File: config.mk
export PLATFORM = sky130hd
export DESIGN_NAME = weighted_random_select_unit_flat
export DESIGN_NICKNAME = d
export VERILOG_FILES = /design/src/rtl/wrs_pkg.sv /design/src/rtl/wrs_in_if.sv /design/src/rtl/wrs_out_if.sv /design/src/rtl/wrs_mod.sv /design/src/rtl/wrs_dp.sv /design/src/rtl/wrs_ctrl.sv /design/src/rtl/weighted_random_select_unit.sv /design/src/flat_wrapper.sv
export VERILOG_INCLUDE_DIRS = /design/src /design/src/rtl
export SDC_FILE = /design/constraint.sdc
export NUM_CORES = 1
export LEC_CHECK = 0
export BUFFER_PORTS_ARGS = -buffer_cell sky130_fd_sc_hd__buf_2
export CAP_MARGIN = 10
export CORE_MARGIN = 2
export CORE_UTILIZATION = 40
export CTS_CLUSTER_DIAMETER = 40
export DETAILED_ROUTE_END_ITERATION = 6
export GPL_TIMING_DRIVEN = 0
export PLACE_DENSITY = 0.68
export SLEW_MARGIN = 20
export SYNTH_ARGS = -nofsm -noshare
export SYNTH_HDL_FRONTEND = slang
export SYNTH_SLANG_ARGS = --single-unit
File: constraint.sdc
create_clock -name clk -period 2.8 [get_ports clk]
set_clock_uncertainty 0.15 [all_clocks]
set_input_delay 0.14 -clock clk [delete_from_list [all_inputs] [get_ports clk]]
set_output_delay 0.14 -clock clk [all_outputs]
set_load 0.01 [all_outputs]
File: src/rtl/weighted_random_select_unit_defines.svh
// Assertion helpers shared by the weighted selection block
`ifndef WEIGHTED_RANDOM_SELECT_UNIT_DEFINES_SVH
`define WEIGHTED_RANDOM_SELECT_UNIT_DEFINES_SVH

// same-cycle implication, masked during reset
`define WRS_ASSERT_NOW(label, ck, rs, ante, cons) \
  label: assert property (@(posedge ck) disable iff (rs) (ante) |-> (cons)) \
    else $error("wrs: same-cycle check failed");

// next-cycle implication, masked during reset
`define WRS_ASSERT_NEXT(label, ck, rs, ante, cons) \
  label: assert property (@(posedge ck) disable iff (rs) (ante) |=> (cons)) \
    else $error("wrs: next-cycle check failed");

`endif

File: src/rtl/wrs_pkg.sv
package wrs_pkg;

  localparam int MAX_ENTRIES = 16;
  localparam int WEIGHT_BITS = 16;

  localparam int IDX_BITS   = $clog2(MAX_ENTRIES);
  localparam int CNT_BITS   = $clog2(MAX_ENTRIES + 1);
  localparam int TOTAL_BITS = WEIGHT_BITS + IDX_BITS;

  // fixed field widths of the channels
  localparam int MODE_BITS      = 2;
  localparam int WEIGHT_IN_BITS = 16;
  localparam int RAND_BITS      = 31;
  localparam int INDEX_OUT_BITS = 4;
  localparam int STATUS_BITS    = 2;
  localparam int STEP_BITS      = $clog2(RAND_BITS);

  localparam logic [MODE_BITS-1:0] MODE_CLEAR  = 2'd0;
  localparam logic [MODE_BITS-1:0] MODE_APPEND = 2'd1;
  localparam logic [MODE_BITS-1:0] MODE_DRAW   = 2'd2;

  localparam logic [STATUS_BITS-1:0] ST_OK    = 2'd0;
  localparam logic [STATUS_BITS-1:0] ST_EMPTY = 2'd1;
  localparam logic [STATUS_BITS-1:0] ST_FULL  = 2'd2;
  localparam logic [STATUS_BITS-1:0] ST_NONE  = 2'd3;

  typedef struct packed {
    logic accept;
    logic mod_step;
    logic load;
    logic walk_step;
    logic out_load;
  } cmd_t;

  typedef struct packed {
    logic draw_go;
    logic mod_last;
    logic hit;
    logic last;
  } sts_t;

endpackage

File: src/rtl/wrs_in_if.sv
interface wrs_in_if import wrs_pkg::*; ();
  logic                      valid;
  logic                      ready;
  logic [MODE_BITS-1:0]      mode;
  logic [WEIGHT_IN_BITS-1:0] weight_value;
  logic [RAND_BITS-1:0]      random_word;

  modport source (output valid, mode, weight_value, random_word, input ready);
  modport sink   (input valid, mode, weight_value, random_word, output ready);
endinterface

File: src/rtl/wrs_out_if.sv
interface wrs_out_if import wrs_pkg::*; ();
  logic                      valid;
  logic                      ready;
  logic [INDEX_OUT_BITS-1:0] chosen_index;
  logic [STATUS_BITS-1:0]    status;

  modport source (output valid, chosen_index, status, input ready);
  modport sink   (input valid, chosen_index, status, output ready);
endinterface

File: src/rtl/wrs_mod.sv
module wrs_mod import wrs_pkg::*; (
  input  logic                  clk,
  input  logic                  start,
  input  logic                  step,
  input  logic [RAND_BITS-1:0]  dividend,
  input  logic [TOTAL_BITS-1:0] divisor,
  output logic [TOTAL_BITS-1:0] rem,
  output logic                  last
);

  logic [RAND_BITS-1:0]  dsr;
  logic [STEP_BITS-1:0]  cnt;
  logic [TOTAL_BITS:0]   trial;
  logic [TOTAL_BITS-1:0] rem_next;

  // restoring remainder, one dividend bit per cycle
  always_comb begin
    trial = {rem, dsr[RAND_BITS-1]};
    if (trial >= {1'b0, divisor}) begin
      rem_next = TOTAL_BITS'(trial - {1'b0, divisor});
    end else begin
      rem_next = trial[TOTAL_BITS-1:0];
    end
  end

  assign last = (cnt == STEP_BITS'(RAND_BITS - 1));

  always_ff @(posedge clk) begin
    if (start) begin
      dsr <= dividend;
      rem <= '0;
      cnt <= '0;
    end else if (step) begin
      dsr <= {dsr[RAND_BITS-2:0], 1'b0};
      rem <= rem_next;
      cnt <= cnt + STEP_BITS'(1);
    end
  end

endmodule

File: src/rtl/wrs_dp.sv
`include "weighted_random_select_unit_defines.svh"

module wrs_dp import wrs_pkg::*; (
  input  logic                      clk,
  input  logic                      rst,
  input  cmd_t                      cmd,
  output sts_t                      sts,
  input  logic [MODE_BITS-1:0]      mode,
  input  logic [WEIGHT_IN_BITS-1:0] weight_value,
  input  logic [RAND_BITS-1:0]      random_word,
  output logic [INDEX_OUT_BITS-1:0] chosen_index,
  output logic [STATUS_BITS-1:0]    status
);

  logic [WEIGHT_BITS-1:0] table_mem [MAX_ENTRIES];
  logic [WEIGHT_BITS-1:0] rd_data;
  logic [IDX_BITS-1:0]    rd_addr;

  logic [CNT_BITS-1:0]    entry_count;
  logic [TOTAL_BITS-1:0]  weight_total;
  logic [TOTAL_BITS-1:0]  key;
  logic [TOTAL_BITS-1:0]  rem;
  logic [IDX_BITS-1:0]    idx;
  logic [IDX_BITS-1:0]    res_idx;
  logic [STATUS_BITS-1:0] res_status;

  logic                   full;
  logic                   empty;
  logic [WEIGHT_BITS-1:0] w_in;

  assign w_in  = WEIGHT_BITS'(weight_value);
  assign full  = (entry_count == CNT_BITS'(MAX_ENTRIES));
  assign empty = (entry_count == '0) || (weight_total == '0);

  assign sts.draw_go = (mode == MODE_DRAW) && !empty;
  assign sts.hit     = (key <= TOTAL_BITS'(rd_data));
  assign sts.last    = ((CNT_BITS'(idx) + CNT_BITS'(1)) == entry_count);

  wrs_mod u_mod (
    .clk      (clk),
    .start    (cmd.accept),
    .step     (cmd.mod_step),
    .dividend (random_word),
    .divisor  (weight_total),
    .rem      (rem),
    .last     (sts.mod_last)
  );

  // prefetch the next entry while the current one is compared
  assign rd_addr = cmd.walk_step ? (idx + IDX_BITS'(1)) : '0;

  always_ff @(posedge clk) begin
    if (cmd.accept && mode == MODE_APPEND && !full) begin
      table_mem[entry_count[IDX_BITS-1:0]] <= w_in;
    end
    rd_data <= table_mem[rd_addr];
  end

  always_ff @(posedge clk) begin
    if (rst) begin
      entry_count  <= '0;
      weight_total <= '0;
    end else if (cmd.accept) begin
      unique case (mode)
        MODE_CLEAR: begin
          entry_count  <= '0;
          weight_total <= '0;
        end
        MODE_APPEND: begin
          if (!full) begin
            entry_count  <= entry_count + CNT_BITS'(1);
            weight_total <= weight_total + TOTAL_BITS'(w_in);
          end
        end
        default: ;
      endcase
    end
  end

  always_ff @(posedge clk) begin
    if (cmd.accept) begin
      res_idx <= '0;
      unique case (mode)
        MODE_APPEND: res_status <= full ? ST_FULL : ST_OK;
        MODE_DRAW:   res_status <= empty ? ST_EMPTY : ST_OK;
        default:     res_status <= ST_OK;
      endcase
    end
    if (cmd.load) begin
      key <= rem + TOTAL_BITS'(1);
      idx <= '0;
    end
    if (cmd.walk_step) begin
      priority if (sts.hit) begin
        res_idx    <= idx;
        res_status <= ST_OK;
      end else if (sts.last) begin
        res_idx    <= '0;
        res_status <= ST_NONE;
      end else begin
        key <= key - TOTAL_BITS'(rd_data);
        idx <= idx + IDX_BITS'(1);
      end
    end
    if (cmd.out_load) begin
      chosen_index <= INDEX_OUT_BITS'(res_idx);
      status       <= res_status;
    end
  end

  `WRS_ASSERT_NOW(a_count_range, clk, rst, 1'b1, entry_count <= CNT_BITS'(MAX_ENTRIES))
  `WRS_ASSERT_NEXT(a_clear_empties, clk, rst, cmd.accept && mode == MODE_CLEAR, entry_count == '0 && weight_total == '0)
  `WRS_ASSERT_NEXT(a_hit_ok, clk, rst, cmd.walk_step && sts.hit, res_status == ST_OK && res_idx == $past(idx))

endmodule

File: src/rtl/wrs_ctrl.sv
`include "weighted_random_select_unit_defines.svh"

module wrs_ctrl import wrs_pkg::*; (
  input  logic clk,
  input  logic rst,
  input  logic req_valid,
  output logic req_ready,
  output logic rsp_valid,
  input  logic rsp_ready,
  input  sts_t sts,
  output cmd_t cmd
);

  localparam logic [2:0] S_IDLE = 3'd0;
  localparam logic [2:0] S_MOD  = 3'd1;
  localparam logic [2:0] S_LOAD = 3'd2;
  localparam logic [2:0] S_WALK = 3'd3;
  localparam logic [2:0] S_PEND = 3'd4;

  logic [2:0] state;
  logic [2:0] state_next;
  logic       out_free;

  assign out_free  = !rsp_valid || rsp_ready;
  assign req_ready = (state == S_IDLE);

  assign cmd.accept    = (state == S_IDLE) && req_valid;
  assign cmd.mod_step  = (state == S_MOD);
  assign cmd.load      = (state == S_LOAD);
  assign cmd.walk_step = (state == S_WALK);
  assign cmd.out_load  = (state == S_PEND) && out_free;

  always_comb begin
    state_next = state;
    unique case (state)
      S_IDLE: if (req_valid) begin
        state_next = sts.draw_go ? S_MOD : S_PEND;
      end
      S_MOD:  if (sts.mod_last) begin
        state_next = S_LOAD;
      end
      S_LOAD: state_next = S_WALK;
      S_WALK: if (sts.hit || sts.last) begin
        state_next = S_PEND;
      end
      S_PEND: if (out_free) begin
        state_next = S_IDLE;
      end
      default: state_next = S_IDLE;
    endcase
  end

  always_ff @(posedge clk) begin
    if (rst) begin
      state     <= S_IDLE;
      rsp_valid <= 1'b0;
    end else begin
      state <= state_next;
      // hold the result until the transaction completes
      if (cmd.out_load) begin
        rsp_valid <= 1'b1;
      end else if (rsp_ready) begin
        rsp_valid <= 1'b0;
      end
    end
  end

  `WRS_ASSERT_NEXT(a_mod_to_load, clk, rst, state == S_MOD && sts.mod_last, state == S_LOAD)
  `WRS_ASSERT_NEXT(a_walk_end, clk, rst, state == S_WALK && (sts.hit || sts.last), state == S_PEND)
  `WRS_ASSERT_NEXT(a_out_shown, clk, rst, cmd.out_load, rsp_valid && state == S_IDLE)

endmodule

File: src/rtl/weighted_random_select_unit.sv
// Weighted random selection over a table of up to MAX_ENTRIES weights.
// req carries one transaction per command: mode, weight_value, random_word.
//   clear  - empty the table; append - add one weight (status full if none
//   left); draw - key = random_word mod total + 1, return the first index at
//   which the running weight sum reaches the key.
// rsp returns one transaction per command: chosen_index and status.
// Clear, append, the unused mode and a draw on an empty table pass from
// S_IDLE to S_PEND and then into the output register; any other draw passes
// through S_MOD, S_LOAD, S_WALK and S_PEND. The draw time is set by the
// bit-serial remainder unit (one random bit per step) and the walk over the
// table, one entry a cycle through the registered read port.
// One command is in flight at a time; req.ready is high whenever the block
// is idle, also while a finished result still waits in the output register.
// If rsp stalls, the result is held and a completed command waits in the
// controller until the output register frees.
// Reset (synchronous, rst) empties the table and drops any pending result.
module weighted_random_select_unit import wrs_pkg::*; (
  input  logic      clk,
  input  logic      rst,
  wrs_in_if.sink    req,
  wrs_out_if.source rsp
);

  cmd_t cmd;
  sts_t sts;

  wrs_ctrl u_ctrl (
    .clk       (clk),
    .rst       (rst),
    .req_valid (req.valid),
    .req_ready (req.ready),
    .rsp_valid (rsp.valid),
    .rsp_ready (rsp.ready),
    .sts       (sts),
    .cmd       (cmd)
  );

  wrs_dp u_dp (
    .clk          (clk),
    .rst          (rst),
    .cmd          (cmd),
    .sts          (sts),
    .mode         (req.mode),
    .weight_value (req.weight_value),
    .random_word  (req.random_word),
    .chosen_index (rsp.chosen_index),
    .status       (rsp.status)
  );

endmodule

File: src/flat_wrapper.sv
// flat-port wrapper written by rule: the top's interface ports become plain ports
module weighted_random_select_unit_flat import wrs_pkg::*;
  (clk, rst, req_valid, req_mode, req_weight_value, req_random_word, req_ready, rsp_valid, rsp_chosen_index, rsp_status, rsp_ready);
  wrs_in_if req_i ();
  wrs_out_if rsp_i ();
  input  logic clk;
  input  logic rst;
  input wire logic [$bits(req_i.valid)-1:0] req_valid;
  input wire logic [$bits(req_i.mode)-1:0] req_mode;
  input wire logic [$bits(req_i.weight_value)-1:0] req_weight_value;
  input wire logic [$bits(req_i.random_word)-1:0] req_random_word;
  output wire logic [$bits(req_i.ready)-1:0] req_ready;
  output wire logic [$bits(rsp_i.valid)-1:0] rsp_valid;
  output wire logic [$bits(rsp_i.chosen_index)-1:0] rsp_chosen_index;
  output wire logic [$bits(rsp_i.status)-1:0] rsp_status;
  input wire logic [$bits(rsp_i.ready)-1:0] rsp_ready;
  assign req_i.valid = req_valid;
  assign req_i.mode = req_mode;
  assign req_i.weight_value = req_weight_value;
  assign req_i.random_word = req_random_word;
  assign req_ready = req_i.ready;
  assign rsp_valid = rsp_i.valid;
  assign rsp_chosen_index = rsp_i.chosen_index;
  assign rsp_status = rsp_i.status;
  assign rsp_i.ready = rsp_ready;
  weighted_random_select_unit u_core (.clk(clk), .rst(rst), .req(req_i), .rsp(rsp_i));
endmodule
# After elaboration in Yosys (flattened, before gate mapping)
# Memories as Yosys holds them, arrays and structs flattened. A register that Yosys moved wholly into a read port is not among the register bits.
# Index checks and enable logic that the tools add are counted.
# word_totals
latchBits,0
rom_bits,0
elab_cells,95
memories,1
input_bits,53
out_inout_bits,8
ramBits,256
register_bits,121
# memory_table
memory,depth,width,rd,rd_clocked_by_memory_dff,wr,line,source
u_core.u_dp.table_mem,16,16,1,1,1,wrs_dp.sv:15,logic [WEIGHT_BITS-1:0] table_mem [MAX_ENTRIES];
# classes
n_eq_ne,14
order_cmp,2
mul,0
div,0
shifts,0
n_bitwise,0
n_addsub,8
n_reduce_logical,20
n_mux,37
# ops
cell,count
$mux W20,6
$mux W31,2
$pmux W20 S2,1
$mux W4,9
$ge A21 B20 Y1,1
$add A20 B1 Y20 const B,1
$add A20 B16 Y20,1
$le A20 B16 Y1,1
$logic_not A20 Y1,1
$sub A20 B16 Y20,1
$sub A20 B20 Y20,1
$mux W3,5
$pmux W3 S5,1
$add A5 B1 Y5 const B,2
$eq A5 B5 Y1 const B,2
$mux W2,5
$pmux W5 S2,1
$ne A2 B2 Y1 const B,4
$eq A3 B2 Y1 const B,2
$reduce_bool A2 Y1,3
$add A4 B1 Y5 const B,1
$eq A5 B5 Y1,1
$logic_and A1 B1 Y1,5
$logic_not A5 Y1,1
15 further kinds,23

# Longest topological paths before layout
# logic_depth
word_depth,8
depth_mapped,13
mapped_depth_nobuf,12

# Modules after synthesis
# A second synthesis with hierarchy kept.
# hier_totals
hier_cells,1582
area_unflattened_um2,18869.3
# by_module_without_submodules
module,area_each_um2,seq_area_each_um2,n_inst,cells_per_inst
wrs_dp,14960.6,9288.9,1,1181
wrs_mod,3603.5,1431.4,1,362
wrs_ctrl,305.3,80.1,1,39

# Worst setup path after synthesis
# OpenSTA, ideal clock, no wires.
# synth_timing
path_kind,reg-to-reg
start,register u_core.u_ctrl.state[1]
end,"memory u_core.u_dp.table_mem[14][0], enable pin"
t_arrival_ns,2.477
path_stages_with_launch,9
setup_slack_ns,-0.215
period_less_slack_ns,3.015
setup_time_ns,0.389
n_path_buf,2
t_required_ns,2.261
cell_sequence,dfxtp_1 buf_2 nor3_2 and2_1 clkbuf_1 nand2_1 nor2_1 nand3_1 nor2_1
# synth_between
elab_chain_len,6
# synth_lines
element,line,source
"start, declared",wrs_ctrl.sv:20,logic [2:0] state;
"start signal, assigned",wrs_ctrl.sv:58,state <= state_next;
$logic_not A3 Y1,-,
named net req_ready,flat_wrapper.sv:12,output wire logic [$bits(req_i.ready)-1:0] req_ready;
$logic_and A1 B1 Y1,wrs_ctrl.sv:27,assign cmd.accept = (state == S_IDLE) && req_valid;
$logic_and A1 B1 Y1 (2 in a row),wrs_dp.sv:53,if (cmd.accept && mode == MODE_APPEND && !full) begin
$mux W1,wrs_dp.sv:53,
$mux W1 (implied by the code),wrs_dp.sv:54,table_mem[entry_count[IDX_BITS-1:0]] <= w_in;
"end, declared",wrs_dp.sv:15,
# The timed path passes the listed nets, and every way through them passes these cells.

# Worst setup path after layout
# layout_timing
start,register u_core.u_ctrl.state[1]
end,"register u_core.u_dp.rd_data[7], read port of u_core.u_dp.table_mem"
# layout_between
elab_chain_len,2
# layout_lines
element,line,source
$eq A3 B2 Y1,wrs_ctrl.sv:30,assign cmd.walk_step = (state == S_WALK);
$mux W4,wrs_dp.sv:50,assign rd_addr = cmd.walk_step ? (idx + IDX_BITS'(1)) : '0;
"end, declared",wrs_dp.sv:16,logic [WEIGHT_BITS-1:0] rd_data;
# Every way passes these cells.
# A chain may end at the register's enable or synchronous reset.

==> metrics.cfg <==
[finish]
diodes = 0
mostFrequentLayoutCell = edfxtp_1
area_delta_synth_final_pct = 22.4
design_area_um2 = 23000
fin_cells = 2480
finalCoreUtilization_pct = 49.4
layout_common_cells = 293 x edfxtp_1, 194 x nand2_1, 89 x o21ai_0
drive_above_1_share_pct = 20.7
fillCellCount = 4049
final_nets = 1953

[die]
core-area_um2 = 46500
rows = 79
ioPinCount = 61
die_height_um = 221
die_x_um = 221
die_area_um2 = 48700
initial_core_util_pct = 40.4

[yosys]
syn_inst = 1634
syn_nets = 1753
synth_edf_count = 293
synth_area_per_cell_um2 = 11.5
syn_area_um2 = 18800
yosysSeqAreaShare_pct = 57.6
ys.flop_type = edfxtp_1
async_flop_share_pct = 0
yosys_register_bits = 393
synth_cell_types = 75
synth_warnings = 0

[routing]
drc = 0
drt_iter0_drc = 1271
vias = 14124
dr.pass1.iters = 5
vias_per_cell = 5.70
ant_nets = 0
wl_um = 51200
wl_per_cell_um = 20.6

[run]
maxCapViolCount = 0

[clock_tree]
numClockSinks = 393
cts_tree = yes
cts_buffers = 50
worst_setup_hold_path_clk_slew_ps = 60
cts_buffer_depth = 3
clkLatencyLatePin_ps = 600
root_buffer = clkbuf_16
htree_levels = 2

[place]
numPortBuffers = 59
place_area_um2 = 19900
dp.cells = 2303
globalplace.congestion = 0.897
place_hpwl_um = 34400

[global_route]
grt_overflow_total = 0
grt_pass1_vias = 13902
grt_max_degree = 36
grt_pass1_wl_um = 77300
antenna_found_initial = 1
grt_usage_pct = 20.7

[setup_path]
r2r_start = u_core.u_ctrl.state[1]$_SDFFE_PP0P_
crit_type = reg2reg
critPathRequiredTime_ps = 3130
cp_max_fo = 10
arrival_ps = 3100
startpoint_type = flop
ff2ff_path_depth = 10
worstReg2RegEnd = u_core.u_dp.rd_data[7]$_DFF_P_
reg2reg_slack_ps = 30
end_kind = flop

[sta]
slew_headroom_pct = 53.7
fmax_mhz = 361
slew_violations = 0
period_share_pct = 98.9
hold_viol = 0
fin_crit_ps = 2770
finalSetupTns_ps = 0
worst_pin_slew_ps = 695
rsz0062_at_grt = yes
setup_violations = 0

[power_and_ir_drop]
cellPowerDensity_nw_per_um2 = 666
p_leak_nw = 8.55
ir_drop_uv = 585

[hold_path]
hold_path_class = in2reg
min-delay-start = req_valid
hold_depth = 4
holdPathEnd = u_core.u_dp.u_mod.cnt[1]$_SDFFE_PP0P_

[status]
status = complete, no violations

repair_timing:
action / in CTS / in global routing
pin swaps: 20 / 30
hold endpoints to repair: 291 / 0
buffers inserted: 20 / 18
gates resized for setup: 113 / 101
endpoints found under the setup margin: 320 / 257
hold buffers: 54 / 0
cloned: 2 / 0
synthesized netlist by cell type (all sizes together), types with 8 or more instances:
cell type,count,area [µm²]
inv,68,255
dfxtp,100,2000
mux2i,52,521
mux4,16,360
nor4,13,81.3
o21a,10,75.1
a21o,21,158
and3,25,156
a21oi,90,454
clkbuf,69,259
o21ai,121,606
nand2,196,736
nand4,18,113
nand3,39,195
o211ai,54,415
nor2,65,246
ha,63,788
buf,19,101
xor2,35,307
o221ai,16,140
o22ai,20,125
nor2b,8,50.1
edfxtp,293,8800
mux2,28,315
or3,32,200
a22oi,9,67.6
and2,12,75.1
nand2b,11,68.8
nor3,23,125
xnor2,27,236
where the power goes:
part | internal, mW | switching (mW)
logic | 0.940 | 1.20
registers | 6.50 | 0.133
clock network | 3.94 | 2.58
cells by family after synthesis:
group	share of synthesized area [%]
XOR/XNOR	2.89
flip-flops	57.6
buffers and inverters	3.30
AO/OA/AOI/OAI	13.3
adder cells (fa/ha/maj)	4.52
AND/OR/NAND/NOR	12.0
multiplexers	6.38
critical path: stages, from the launching register on:
cell and delay, ps:
dfxtp_1 290, buf_2 170, nor2b_2 180, and2_2 260, nand2_1 160, buf_4 260
buf_2 270, o22ai_1 110, o21ai_0 330, mux2i_2 180, o21ai_1 280
routing by layer:
| metal | global-route usage (%) | up-vias | wire length, µm |
|---|---|---|---|
| met2 | 34.8 | 570 | 24500 |
| met3 | 3.41 | 106 | 3480 |
| met4 | 7.22 | 0 | 1510 |
| met5 | 0 | - | 0 |
| met1 | 27.2 | 6923 | 21700 |
| li1 | - | 6525 | - |
through the flow:
stage               hold slack (ps)  power, mW  setup WS, ps
finish                         53.7       15.3          31.1
global route                   77.7       15.9         -69.2
CTS                            30.1       15.2         -20.1
detailed placement              257       8.50         -1010
global placement                254       8.45         -1390
floorplan                      88.9       7.98          -215
registers in the layout (all words and copies together), names as in the netlist, 2 cells and up:
register and count:
u_core.u_dp.weight_total 20, u_core.u_dp.idx 4, u_core.u_dp.res_idx 4, u_core.u_dp.res_status 2, u_core.u_dp.u_mod.cnt 5, u_core.u_dp.key 20
u_core.u_ctrl.state 3, u_core.u_dp.u_mod.rem 20, u_core.u_dp.u_mod.dsr 31, u_core.u_dp.rd_data 16, u_core.u_dp.entry_count 5, u_core.u_dp.chosen_index 4
u_core.u_dp.status 2, u_core.u_dp.table_mem 256
how the worst max path moves through the flow:
stage	startpoint	end	slack (ps)	depth (start not counted)
final	u_core.u_ctrl.state[1]$_SDFFE_PP0P_	u_core.u_dp.rd_data[7]$_DFF_P_	30	10
after global routing	u_core.u_dp.u_mod.rem[0]$_SDFFE_PP0P_	u_core.u_dp.u_mod.rem[7]$_SDFFE_PP0P_	-70	11
after CTS	u_core.u_dp.key[0]$_DFF_P_	u_core.u_dp.key[18]$_DFF_P_	-20	12
after detailed placement	u_core.u_ctrl.state[1]$_SDFFE_PP0P_	u_core.u_dp.table_mem[14][12]$_DFFE_PP_	-1010	8
after global placement	u_core.u_ctrl.state[1]$_SDFFE_PP0P_	u_core.u_dp.table_mem[12][14]$_DFFE_PP_	-1390	8
after floorplan	u_core.u_ctrl.state[1]$_SDFFE_PP0P_	u_core.u_dp.table_mem[14][0]$_DFFE_PP_	-220	8
area by class of cell:
cell class | instances | area, µm² | share of cell area [%]
Clock buffer | 61 | 1350 | 5.89
Inverter | 69 | 265 | 1.15
Clock inverter | 30 | 333 | 1.45
Sequential cell | 393 | 10800 | 47.2
Timing Repair Buffer | 155 | 1190 | 5.20
Tap cell | 607 | 759 | 3.31
Buffer | 81 | 392 | 1.70
Multi-Input combinational cell | 1084 | 7830 | 34.1
No activity file was read; power rests on OpenSTA's default activity.
